==> src/rtl/core/b64d_pkg.sv <==
// Shared types, status codes and the symbol decode table of the base64 decoder.
// No dependencies; every other rtl/core file imports this package.
package b64d_pkg;

    typedef enum logic [1:0] {
        ST_OK       = 2'd0,
        ST_BAD_LEN  = 2'd1,
        ST_BAD_PAD  = 2'd2,
        ST_BAD_CHAR = 2'd3
    } status_t;

    localparam logic [7:0] CH_TAB   = 8'd9;
    localparam logic [7:0] CH_LF    = 8'd10;
    localparam logic [7:0] CH_CR    = 8'd13;
    localparam logic [7:0] CH_SPACE = 8'd32;
    localparam logic [7:0] CH_PAD   = 8'd61;

    typedef struct packed {
        logic [7:0] char_code;
        logic       end_of_text;
    } char_t;

    typedef struct packed {
        logic       is_status;
        logic [7:0] data_byte;
        logic [1:0] status_code;
        logic       last;
    } res_t;

    // Results caused by one accepted character: up to three bytes, then status.
    typedef struct packed {
        logic [1:0]  byte_cnt;
        logic [23:0] bytes;
        logic        has_status;
        status_t     code;
    } bundle_t;

    // Map a character to {valid, sextet}.
    function automatic logic [6:0] sym_decode(input logic [7:0] c);
        logic [6:0] r;
        r = 7'd0;
        if (c >= 8'd65 && c <= 8'd90) begin
            r = {1'b1, 6'(c - 8'd65)};
        end else if (c >= 8'd97 && c <= 8'd122) begin
            r = {1'b1, 6'(c - 8'd97 + 8'd26)};
        end else if (c >= 8'd48 && c <= 8'd57) begin
            r = {1'b1, 6'(c - 8'd48 + 8'd52)};
        end else if (c == 8'd43) begin
            r = {1'b1, 6'd62};
        end else if (c == 8'd47) begin
            r = {1'b1, 6'd63};
        end
        return r;
    endfunction

endpackage

==> src/rtl/core/b64d_core.sv <==
// Group state and per-character decode step of the base64 decoder.
// Depends on b64d_pkg; feeds a result bundle to b64d_emit.
module b64d_core (
    input  logic             clk,
    input  logic             rst_n,
    input  logic             take,
    input  b64d_pkg::char_t  item,
    output b64d_pkg::bundle_t bundle
);
    import b64d_pkg::*;

    logic [17:0] acc_reg, acc_next;
    logic [1:0]  pos_reg, pos_next;
    logic        twp_reg, twp_next;
    logic        pgs_reg, pgs_next;
    logic        gpe_reg, gpe_next;
    logic        gbc_reg, gbc_next;
    status_t     fe_reg, fe_next;

    logic        ws;
    logic        is_pad;
    logic [6:0]  sym;
    logic [5:0]  v;
    logic [23:0] triple;
    logic        padded;

    assign ws = (item.char_code == CH_LF) || (item.char_code == CH_CR) ||
                (item.char_code == CH_TAB) || (item.char_code == CH_SPACE);
    assign is_pad = (item.char_code == CH_PAD);
    assign sym = sym_decode(item.char_code);

    always_comb
    begin
        acc_next = acc_reg;
        pos_next = pos_reg;
        twp_next = twp_reg;
        pgs_next = pgs_reg;
        gpe_next = gpe_reg;
        gbc_next = gbc_reg;
        fe_next  = fe_reg;
        v        = 6'd0;
        triple   = 24'd0;
        padded   = 1'b0;
        bundle   = '{byte_cnt: 2'd0, bytes: 24'd0, has_status: 1'b0, code: ST_OK};

        if (!ws)
        begin
            // a symbol after a padded group breaks the padding rule
            if (pgs_reg)
            begin
                if (fe_reg == ST_OK)
                begin
                    fe_next = ST_BAD_PAD;
                end
                pgs_next = 1'b0;
            end
            if (pos_reg == 2'd0)
            begin
                acc_next = 18'd0;
                twp_next = 1'b0;
                gpe_next = 1'b0;
                gbc_next = 1'b0;
            end
            if (is_pad)
            begin
                if (pos_reg < 2'd2)
                begin
                    gpe_next = 1'b1;
                end
                else if (pos_reg == 2'd2)
                begin
                    twp_next = 1'b1;
                end
            end
            else
            begin
                if (!sym[6])
                begin
                    gbc_next = 1'b1;
                end
                else
                begin
                    v = sym[5:0];
                end
                if (pos_reg == 2'd3 && twp_next)
                begin
                    gpe_next = 1'b1;
                end
            end

            if (pos_reg != 2'd3)
            begin
                acc_next = {acc_next[11:0], v};
                pos_next = pos_reg + 2'd1;
            end
            else
            begin
                triple   = {acc_next, v};
                padded   = twp_next || is_pad;
                pos_next = 2'd0;
                bundle.bytes = triple;
                if (fe_next == ST_OK)
                begin
                    if (gpe_next)
                    begin
                        fe_next = ST_BAD_PAD;
                    end
                    else if (padded)
                    begin
                        pgs_next = 1'b1;
                        if (!gbc_next)
                        begin
                            bundle.byte_cnt = twp_next ? 2'd1 : 2'd2;
                        end
                    end
                    else if (gbc_next)
                    begin
                        fe_next = ST_BAD_CHAR;
                    end
                    else
                    begin
                        bundle.byte_cnt = 2'd3;
                    end
                end
            end
        end

        if (item.end_of_text)
        begin
            bundle.has_status = 1'b1;
            if (pos_next != 2'd0)
            begin
                bundle.code = ST_BAD_LEN;
            end
            else if (fe_next != ST_OK)
            begin
                bundle.code = fe_next;
            end
            else if (pgs_next && gbc_next)
            begin
                bundle.code = ST_BAD_CHAR;
            end
            // close the stream: return to reset state
            acc_next = 18'd0;
            pos_next = 2'd0;
            twp_next = 1'b0;
            pgs_next = 1'b0;
            gpe_next = 1'b0;
            gbc_next = 1'b0;
            fe_next  = ST_OK;
        end
    end

    always_ff @(posedge clk or negedge rst_n)
    begin
        if (!rst_n)
        begin
            acc_reg <= 18'd0;
            pos_reg <= 2'd0;
            twp_reg <= 1'b0;
            pgs_reg <= 1'b0;
            gpe_reg <= 1'b0;
            gbc_reg <= 1'b0;
            fe_reg  <= ST_OK;
        end
        else if (take)
        begin
            acc_reg <= acc_next;
            pos_reg <= pos_next;
            twp_reg <= twp_next;
            pgs_reg <= pgs_next;
            gpe_reg <= gpe_next;
            gbc_reg <= gbc_next;
            fe_reg  <= fe_next;
        end
    end

    a_end_clears: assert property (@(posedge clk) disable iff (!rst_n)
        take && item.end_of_text |=> pos_reg == 2'd0 && fe_reg == ST_OK && !pgs_reg)
        else $error("stream state not cleared after end of text");

    a_bytes_no_error: assert property (@(posedge clk) disable iff (!rst_n)
        take && bundle.byte_cnt != 2'd0 |-> fe_reg == ST_OK && !pgs_reg)
        else $error("bytes emitted while an error is already known");

    a_ws_holds_group: assert property (@(posedge clk) disable iff (!rst_n)
        take && ws && !item.end_of_text |=> $stable(pos_reg) && $stable(acc_reg))
        else $error("whitespace changed group state");

endmodule

==> src/rtl/core/b64d_emit.sv <==
// Result register and serializer: sends bytes of a bundle, then its status.
// Depends on b64d_pkg; loaded from b64d_core.
module b64d_emit (
    input  logic              clk,
    input  logic              rst_n,
    input  logic              load,
    input  b64d_pkg::bundle_t bundle,
    output logic              can_load,
    output logic              res_valid,
    input  logic              res_ready,
    output b64d_pkg::res_t    res_item
);
    import b64d_pkg::*;

    logic [23:0] bytes_reg, bytes_next;
    logic [1:0]  nbytes_reg, nbytes_next;
    logic        stat_reg, stat_next;
    status_t     code_reg, code_next;

    logic        out_fire;
    logic        final_one;

    assign res_valid = (nbytes_reg != 2'd0) || stat_reg;
    assign out_fire  = res_valid && res_ready;
    assign final_one = (nbytes_reg == 2'd1 && !stat_reg) || (nbytes_reg == 2'd0 && stat_reg);
    assign can_load  = !res_valid || (res_ready && final_one);

    always_comb
    begin
        if (nbytes_reg != 2'd0)
        begin
            res_item = '{is_status: 1'b0, data_byte: bytes_reg[23:16],
                         status_code: ST_OK, last: 1'b0};
        end
        else
        begin
            res_item = '{is_status: 1'b1, data_byte: 8'd0,
                         status_code: code_reg, last: 1'b1};
        end
    end

    always_comb
    begin
        bytes_next  = bytes_reg;
        nbytes_next = nbytes_reg;
        stat_next   = stat_reg;
        code_next   = code_reg;
        if (load)
        begin
            bytes_next  = bundle.bytes;
            nbytes_next = bundle.byte_cnt;
            stat_next   = bundle.has_status;
            code_next   = bundle.code;
        end
        else if (out_fire)
        begin
            // advance to the next byte, or drop the status once sent
            if (nbytes_reg != 2'd0)
            begin
                bytes_next  = {bytes_reg[15:0], 8'h00};
                nbytes_next = nbytes_reg - 2'd1;
            end
            else
            begin
                stat_next = 1'b0;
            end
        end
    end

    always_ff @(posedge clk or negedge rst_n)
    begin
        if (!rst_n)
        begin
            nbytes_reg <= 2'd0;
            stat_reg   <= 1'b0;
        end
        else
        begin
            nbytes_reg <= nbytes_next;
            stat_reg   <= stat_next;
        end
    end

    always_ff @(posedge clk)
    begin
        bytes_reg <= bytes_next;
        code_reg  <= code_next;
    end

    a_no_overwrite: assert property (@(posedge clk) disable iff (!rst_n)
        load |-> !res_valid || (res_ready && final_one))
        else $error("bundle loaded over pending results");

    a_status_last: assert property (@(posedge clk) disable iff (!rst_n)
        res_valid && res_item.last |-> nbytes_reg == 2'd0 && res_item.is_status)
        else $error("status sent before its bytes");

    a_drain: assert property (@(posedge clk) disable iff (!rst_n)
        out_fire && final_one && !load |=> !res_valid)
        else $error("result left after final transfer");

endmodule

==> src/rtl/core/base64_decoder_checked.sv <==
// Streaming base64 decoder with end-of-text status; top level.
// Latency: a result appears the cycle after the character that causes it.
// Throughput: one character per cycle while each causes at most one result and
// res_ready is high; more hold input until the last is taken (result register).
// Reset: rst_n asynchronous active low clears group state and pending results.
// Depends on b64d_pkg, b64d_core and b64d_emit.
module base64_decoder_checked (
    input  logic             clk,
    input  logic             rst_n,
    input  logic             char_valid,
    output logic             char_ready,
    input  b64d_pkg::char_t  char_item,
    output logic             res_valid,
    input  logic             res_ready,
    output b64d_pkg::res_t   res_item
);
    import b64d_pkg::*;

    logic    can_load;
    logic    take;
    bundle_t bundle;

    assign char_ready = can_load;
    assign take       = char_valid && can_load;

    b64d_core u_core (
        .clk    (clk),
        .rst_n  (rst_n),
        .take   (take),
        .item   (char_item),
        .bundle (bundle)
    );

    b64d_emit u_emit (
        .clk       (clk),
        .rst_n     (rst_n),
        .load      (take),
        .bundle    (bundle),
        .can_load  (can_load),
        .res_valid (res_valid),
        .res_ready (res_ready),
        .res_item  (res_item)
    );

endmodule

==> config.mk <==
export PLATFORM = sky130hd
export DESIGN_NAME = base64_decoder_checked
export DESIGN_NICKNAME = d
export VERILOG_FILES = /design/src/rtl/core/b64d_pkg.sv /design/src/rtl/core/b64d_core.sv /design/src/rtl/core/b64d_emit.sv /design/src/rtl/core/base64_decoder_checked.sv
export SDC_FILE = /design/constraint.sdc
export NUM_CORES = 1
export LEC_CHECK = 0
export ABC_AREA = 1
export BUFFER_PORTS_ARGS = -buffer_cell sky130_fd_sc_hd__buf_2
export CORE_UTILIZATION = 55
export DETAILED_ROUTE_END_ITERATION = 8
export GPL_ROUTABILITY_DRIVEN = 0
export PLACE_DENSITY = 0.74
export SYNTH_ARGS = -nofsm -noshare
export SYNTH_HDL_FRONTEND = slang
export SYNTH_SLANG_ARGS = --single-unit
==> constraint.sdc <==
create_clock -name clk -period 2.1 [get_ports clk]
set_input_delay 0.42 -clock clk [delete_from_list [all_inputs] [get_ports clk]]
set_output_delay 0.42 -clock clk [all_outputs]
set_load 0.005 [all_outputs]
==> results of run 1 <==
-- routing by layer --
metal,global-route usage,up-vias,part of all wire
met3,0.0367,21,0.044
li1,-,1588,-
met5,0,-,0
met1,0.326,1476,0.45
met2,0.460,90,0.48
met4,0.0842,0,0.020
-- worst paths after layout --
path                                      end  slack, ps  depth (start not counted)
max reg2reg                u_emit.code_reg[1]        180                         13
min                        u_core.acc_reg[12]        140                          1
max in group asynchronous   u_core.pos_reg[0]       1450                          1
min in group clk              u_emit.stat_reg        420                          4
min reg2reg                 u_core.acc_reg[2]        500                          2
max                        u_emit.code_reg[1]        180                         13
-- worst max-delay path: cells and delay by family (launching register included) --
kind,cells,cell delay (ps)
simple gates,10,880
fa+ha+maj,1,190
flops,1,410
buf+inv,2,220
-- report_power, final --
| group | leakage [nW] | internal, mW | switching [mW] | total, mW |
|---|---|---|---|---|
| Combinational | 1.28 | 0.803 | 1.22 | 2.02 |
| Sequential | 0.645 | 1.64 | 0.161 | 1.80 |
| Clock | 0.0514 | 0.356 | 0.341 | 0.697 |
-- metrics by stage --
stage                     setup TNS (ps)  hold WS [ps]  worst slack (ps)  total power, mW  utilization
after CTS                              0           165              32.0             4.49        0.677
after detailed placement            -693           473             -74.9             3.79        0.657
after global routing                   0           192              2.35             4.91        0.681
after floorplan                        0           124               171             3.06            -
final                                  0           144               176             4.52        0.681
after global placement             -86.7           462             -35.8             3.72        0.657
-- final cells by class --
type                       instances  area share
tap                               75      0.0229
sequential                        55       0.367
multi-input combinational        324       0.421
clock buffer                       6      0.0177
clock inverter                     2     0.00914
timing repair buffer              64       0.107
inverter                          58      0.0546
-- cell usage in the layout (no fill, tap or decap), drive strengths merged --
master,synthesis,routed
edfxtp,26,26
buf,8,64
o2111ai,1,1
nand4,4,4
xnor2,2,2
o21a,1,1
a21oi,14,14
o22ai,7,7
clkbuf,6,6
a211oi,2,2
o21ai,50,50
xor2,8,8
o211ai,6,6
o221ai,1,1
a32o,4,4
ha,13,13
a22o,1,1
nor3,1,1
inv,56,56
nor2,52,52
clkinv,2,1
bufinv,0,1
clkinvlp,0,2
dfrtp,29,29
or2,1,1
nand3b,1,1
nand2,136,136
nand3,19,19
-- cells by family (layout without fill, tap and decap cells) --
| logic type | after synthesis | in the layout | share of synthesized area |
|---|---|---|---|
| DFF | 55 | 55 | 0.430 |
| AOI/OAI and AO/OA | 87 | 87 | 0.144 |
| buffers and inverters | 72 | 130 | 0.0819 |
| xor gates and xnor gates | 10 | 10 | 0.0250 |
| and+or+nand+nor | 214 | 214 | 0.272 |
| adders and majority gates | 13 | 13 | 0.0465 |
-- timing repair --
action,in CTS,in global routing
pin swaps,1,2
setup endpoints to repair,1,55
setup buffers,1,0
gates resized for setup,0,8
cloned,0,0
==> summary.txt, run 1 <==
Outcome
  – Outcome: finished, final reports clean

GRT
  – Global-route wire length before repair: ~13 mm
  – Vias in the first global route: between 2000 and 3000
  – Overflow left after global routing: 0
  – Largest net degree at the start of global routing: 30
  – Initial antenna violation count: 0
  – GRT Overall Usage: 0.261

Drt
  – DRC: 0
  – Via/cell ratio: 5.44
  – Post-route ant nets: 0
  – Initial DRC Count: roughly 220
  – Drt wl/cell: around 14 um
  – Total Wirelength: 8.02 mm
  – Via count: approximately 3200
  – DRT Pass-1 Iters: 5

Timing
  – Max Slew Vio Count: 0
  – Relative slew slack: 0.533
  – RSZ-0062 raised after global routing: false
  – Fin crit share: 0.916
  – Final min period: between 1500 and 2000 ps
  – Endpoints failing setup: 0
  – F_max: 520 MHz
  – Clock skew: ~15 ps
  – Final hold violations: 0
  – Worst-Margin Slew: ~700 ps

Logic synthesis
  – Most common library cells after synthesis: nand2_1, inv_1, nor2_1
  – Dominant cell type by area after synthesis: edfxtp_1
  – Library cells used by synthesis: 38
  – Asr flop ratio synth: 0.527
  – Mapped Area: between 3000 and 4000 sq um
  – Synth area leaders: edfxtp_1, dfrtp_1, nand2_1
  – EDFF count, synth: 26
  – Synthesized area per cell: 7.76 sq um
  – Cells after synthesis: 451
  – Post-Syn Nets: 477
  – Post-synth top area share: 0.223
  – Syn. warnings: 0
  – Post-synthesis register bit count: 55
  – Main flop type after synthesis: dfrtp_1
  – Top-count cell post-synth: nand2_1
  – Sequential-to-total area share from yosys stat: 0.430

CTS
  – Clock buffer depth: 2
  – Clock sink total: 55
  – Cts bufs inserted: 5
  – H-tree Lvls: 2
  – Clock root buffer: clkbuf_8
  – CTS tree: yes
  – Hold Buf Count CTS: 0
  – Worst-path clk slew: ~100 ps
  – Worst skew pair latency: about 310 ps

Floorplan
  – Core ar.: 6030 sq um
  – # rows: 28
  – Total Die Area: 6690 sq um
  – Boundary Pins: 27
  – Die Width: 81.8 um
  – Initial Util: 0.581
  – Die Span Y: 81.8 um

Final layout
  – Fin cells: 584
  – Fillers: slightly above 500
  – Nets: 534
  – Seq. cell area: 1510 sq um
  – Footprint of the multi-input gates: around 1700 sq um
  – Final instance area: 4110 sq um
  – Layout cell share with drive strength beyond 1: 0.218
  – Antenna Cells: 0
  – Max FFs per register: 24
  – Area delta synth->final: 17.3%

Power
  – VDD IR-drop max: around 650 uV
  – Leak pwr: 1.98 nW
  – PD cells: 1100 nW/um^2

Setup path
  – Crit path DAT: 1990 ps
  – CP max stage cell: dfrtp_1
  – Crit Path Max Fanout: 5
  – Critical Path Start Type: flop
  – Reg2reg start: u_core.pos_reg[1]
  – Critical path's most frequent cell: nor2_1
  – Slowest Stage Delay on Critical Path: slightly above 400 ps
  – CP cell instances: inv_1 > ha_1 > inv_1 > nand2_1 > nand3_1 > nand2_2 > nand2_1 > nor2_1 > nand3_1 > nand2_1 > nor2_1 > nor2_1 > nor2_1
  – Crit path launch: u_core.pos_reg[1]
  – Endpoint class of the critical path: flop
  – WS Path Type: reg2reg
  – Worst endpoint required time: 2170 ps

Run
  – Max-cap violations: 0

Placed design
  – Placed Cells: roughly 580
  – Area after DPL: about 4000 sq um
  – Detailed placement HPWL: ~5.9 mm
  – Buffers on Ports: 26

Hold path
  – HP Class: in2async
Power figures use the tool's default switching activity.
==> run 2: changes to the inputs <==
Settings changed: ABC_AREA 1 to not set, ABC_CLOCK_PERIOD_IN_PS set to 2100, CORE_UTILIZATION 55 to 54, PLACE_DENSITY 0.74 to 0.73.
==> run 2 against run 1 <==
  * Count of clock-buffer cells in the layout down 1
  * Setup slack got worse by 110 ps
  * Cell count down 19%
  * Global-route usage grew 0.68 points
  * Non-clock buffer count is 16 higher
  * Sequential power fell by 6%
  * Total power shrank 11%
  * First-iteration DRC count down 35%
  * Utilization up 2.9 points
  * Routed wire length down 3.9%
  * Highest routed layer unchanged
==> summary.txt, run 2 <==
CTS
  – Clock root buffer: clkbuf_8
  – Worst-path clk slew: 100 ps
  – Worst skew pair latency: 310 ps
  – Cts bufs inserted: 5
  – Hold Buf Count CTS: 0
  – Clock buffer depth: 2
  – H-tree Lvls: 2
  – Postcts setup bufs: 0
  – Clock sink total: 55
  – CTS tree: yes

Floorplan
  – Die Width: 79.8 um
  – Total Die Area: about 6400 sq um
  – Die Span Y: 79.8 um
  – # rows: 27
  – Initial Util: 0.576
  – Boundary Pins: 27
  – Core ar.: 5680 sq um

Timing
  – Endpoints failing setup: 0
  – Clock skew: approximately 10 ps
  – Final hold violations: 0
  – Relative slew slack: 0.549
  – Worst-Margin Slew: 676 ps
  – Final min period: 2030 ps
  – F_max: 492 MHz
  – Max Slew Vio Count: 0
  – RSZ-0062 raised after global routing: true
  – Final WS setup: 65.4 ps
  – Fin crit share: 0.969

Final layout
  – Fillers: 440
  – Max FFs per register: 24
  – Nets: 427
  – Most common cell after layout, fill and taps aside: buf_4
  – Most frequent cells in the layout: buf_4, dfrtp_1, nand2_1
  – Antenna Cells: 0
  – Fin cells: 474
  – Layout cell share with drive strength beyond 1: 0.279
  – Area delta synth->final: 23.2%

Placed design
  – Placed Cells: 466
  – Buffers on Ports: 26
  – Detailed placement HPWL: 5.77 mm
  – Pre-CTS WS: -314 ps

GRT
  – Vias in the first global route: 2759
  – GRT Overall Usage: 0.267
  – Largest net degree at the start of global routing: 30
  – Initial antenna violation count: 0
  – Global-route wire length before repair: between 10 and 15 mm
  – Overflow left after global routing: 0

Logic synthesis
  – Synthesized area per cell: 10.0 sq um
  – Main flop type after synthesis: dfrtp_1
  – Cells after synthesis: 326
  – Most common library cells after synthesis: dfrtp_1, nand2_1, edfxtp_1
  – EDFF count, synth: 26
  – Syn. warnings: 0
  – Top-count cell post-synth: dfrtp_1
  – Post-Syn Nets: between 300 and 400
  – Post-synthesis register bit count: 55
  – Dominant cell type by area after synthesis: edfxtp_1
  – Synth area leaders: edfxtp_1, dfrtp_1, a22o_1
  – Post-synth top area share: 0.239
  – Library cells used by synthesis: between 50 and 60
  – Asr flop ratio synth: 0.527
  – Sequential-to-total area share from yosys stat: 0.460
  – Mapped Area: 3270 sq um

Run
  – Max-cap violations: 0

Drt
  – Drt wl/cell: 16.3 um
  – Metal3 WL: 348 um
  – Via/cell ratio: ~5.9
  – DRC: 0
  – Total Wirelength: approximately 7.7 mm
  – DRT Pass-1 Iters: 5
  – Via count: 2805
  – Met1 wire length: approximately 3.3 mm
  – Highest metal used: met4
  – Post-route ant nets: 0
  – Initial DRC Count: 139
  – Met2 WL: roughly 3.9 mm

Power
  – Leak pwr: 1.72 nW
  – PD cells: between 1000 and 1500 nW/um^2
  – VDD IR-drop max: 858 uV

Setup path
  – Slowest Stage Delay on Critical Path: 380 ps
  – Crit Path Max Fanout: 5
  – Cells on worst reg2reg path: 7
  – Critical Path Start Type: primary input
  – WS Path Type: in2reg
  – Crit path DAT: 2090 ps
  – CP max stage cell: or3_4
  – CP cell instances: buf_2 > inv_1 > ha_2 > buf_4 > nand2_1 > or3_4 > a211oi_2 > a41oi_2 > nand3_1 > a31oi_1
  – Endpoint class of the critical path: flop
  – Worst endpoint required time: 2150 ps

Outcome
  – Outcome: finished, final reports clean

Hold path
  – HP Class: in2async
[run 2: cells by family (layout without fill, tap and decap cells)]
family | after synthesis | count (layout) | synth area share
AND/OR/NAND/NOR | 113 | 113 | 0.190
AO/OA/AOI/OAI | 112 | 112 | 0.250
flip-flops | 55 | 55 | 0.460
buffers and inverters | 27 | 103 | 0.0337
adder cells (fa/ha/maj) | 13 | 13 | 0.0497
XOR/XNOR | 6 | 6 | 0.0161
[run 2: per-stage QoR]
stage                util  hold WS, ps  setup TNS [ps]  area [sq um]  total power, mW
finish              0.710          131               0          4030             4.04
global route        0.710          176           -57.6          4030             4.30
CTS                 0.705          165               0          4000             4.01
detailed placement  0.683          494          -11430          3880             3.29
global placement    0.683          478           -9530          3880             3.24
floorplan               -          124               0          3300             2.67
[run 2: final cells by class]
| cell class | instances | area (sq um) | share of cell area |
|---|---|---|---|
| inverters | 15 | 60.1 | 0.0149 |
| well taps | 72 | 90.1 | 0.0223 |
| repair buffers | 80 | 548 | 0.136 |
| clock buffers | 5 | 68.8 | 0.0171 |
| flip-flops and latches | 55 | 1510 | 0.374 |
| clock inverters | 3 | 46.3 | 0.0115 |
| multi-input cells | 244 | 1710 | 0.424 |
[run 2: routing by layer]
layer  global-route usage  vias up
li1                     -     1373
met1                0.348     1341
met2                0.453       82
met3               0.0354        9
met4               0.0982        0
met5                    0        -
[run 2: timing repair]
| item | in CTS | in global routing |
|---|---|---|
| endpoints found under the hold margin | 0 | 0 |
| gates resized for setup | 2 | 7 |
| gates cloned | 0 | 0 |
| endpoints found under the setup margin | 19 | 40 |
| pin swaps | 0 | 0 |
[run 2: worst paths after layout]
path | end | slack (ps) | start
worst max-delay path | u_emit.code_reg[1] | 70 | char_item[2]
worst min-delay path | u_emit.stat_reg | 130 | rst_n
worst max register to register | u_emit.code_reg[1] | 80 | u_core.pos_reg[0]
worst min register to register | u_core.acc_reg[1] | 520 | u_core.acc_reg[1]
max in group asynchronous | u_core.pos_reg[0] | 1480 | rst_n
min in group clk | u_emit.stat_reg | 420 | res_ready
[run 2: power breakdown]
group	internal, mW	switching, mW	leakage (nW)	total (mW)
combinational	0.754	0.883	1.01	1.64
clock	0.359	0.349	0.0548	0.709
sequential	1.54	0.158	0.654	1.70
[run 2: critical path: cells and delay by family]
kind / cells / cell delay (ps)
AO/OA/AOI/OAI: 3 / 560
adder cells (fa/ha/maj): 1 / 210
buffers and inverters: 3 / 330
AND/OR/NAND/NOR: 3 / 570
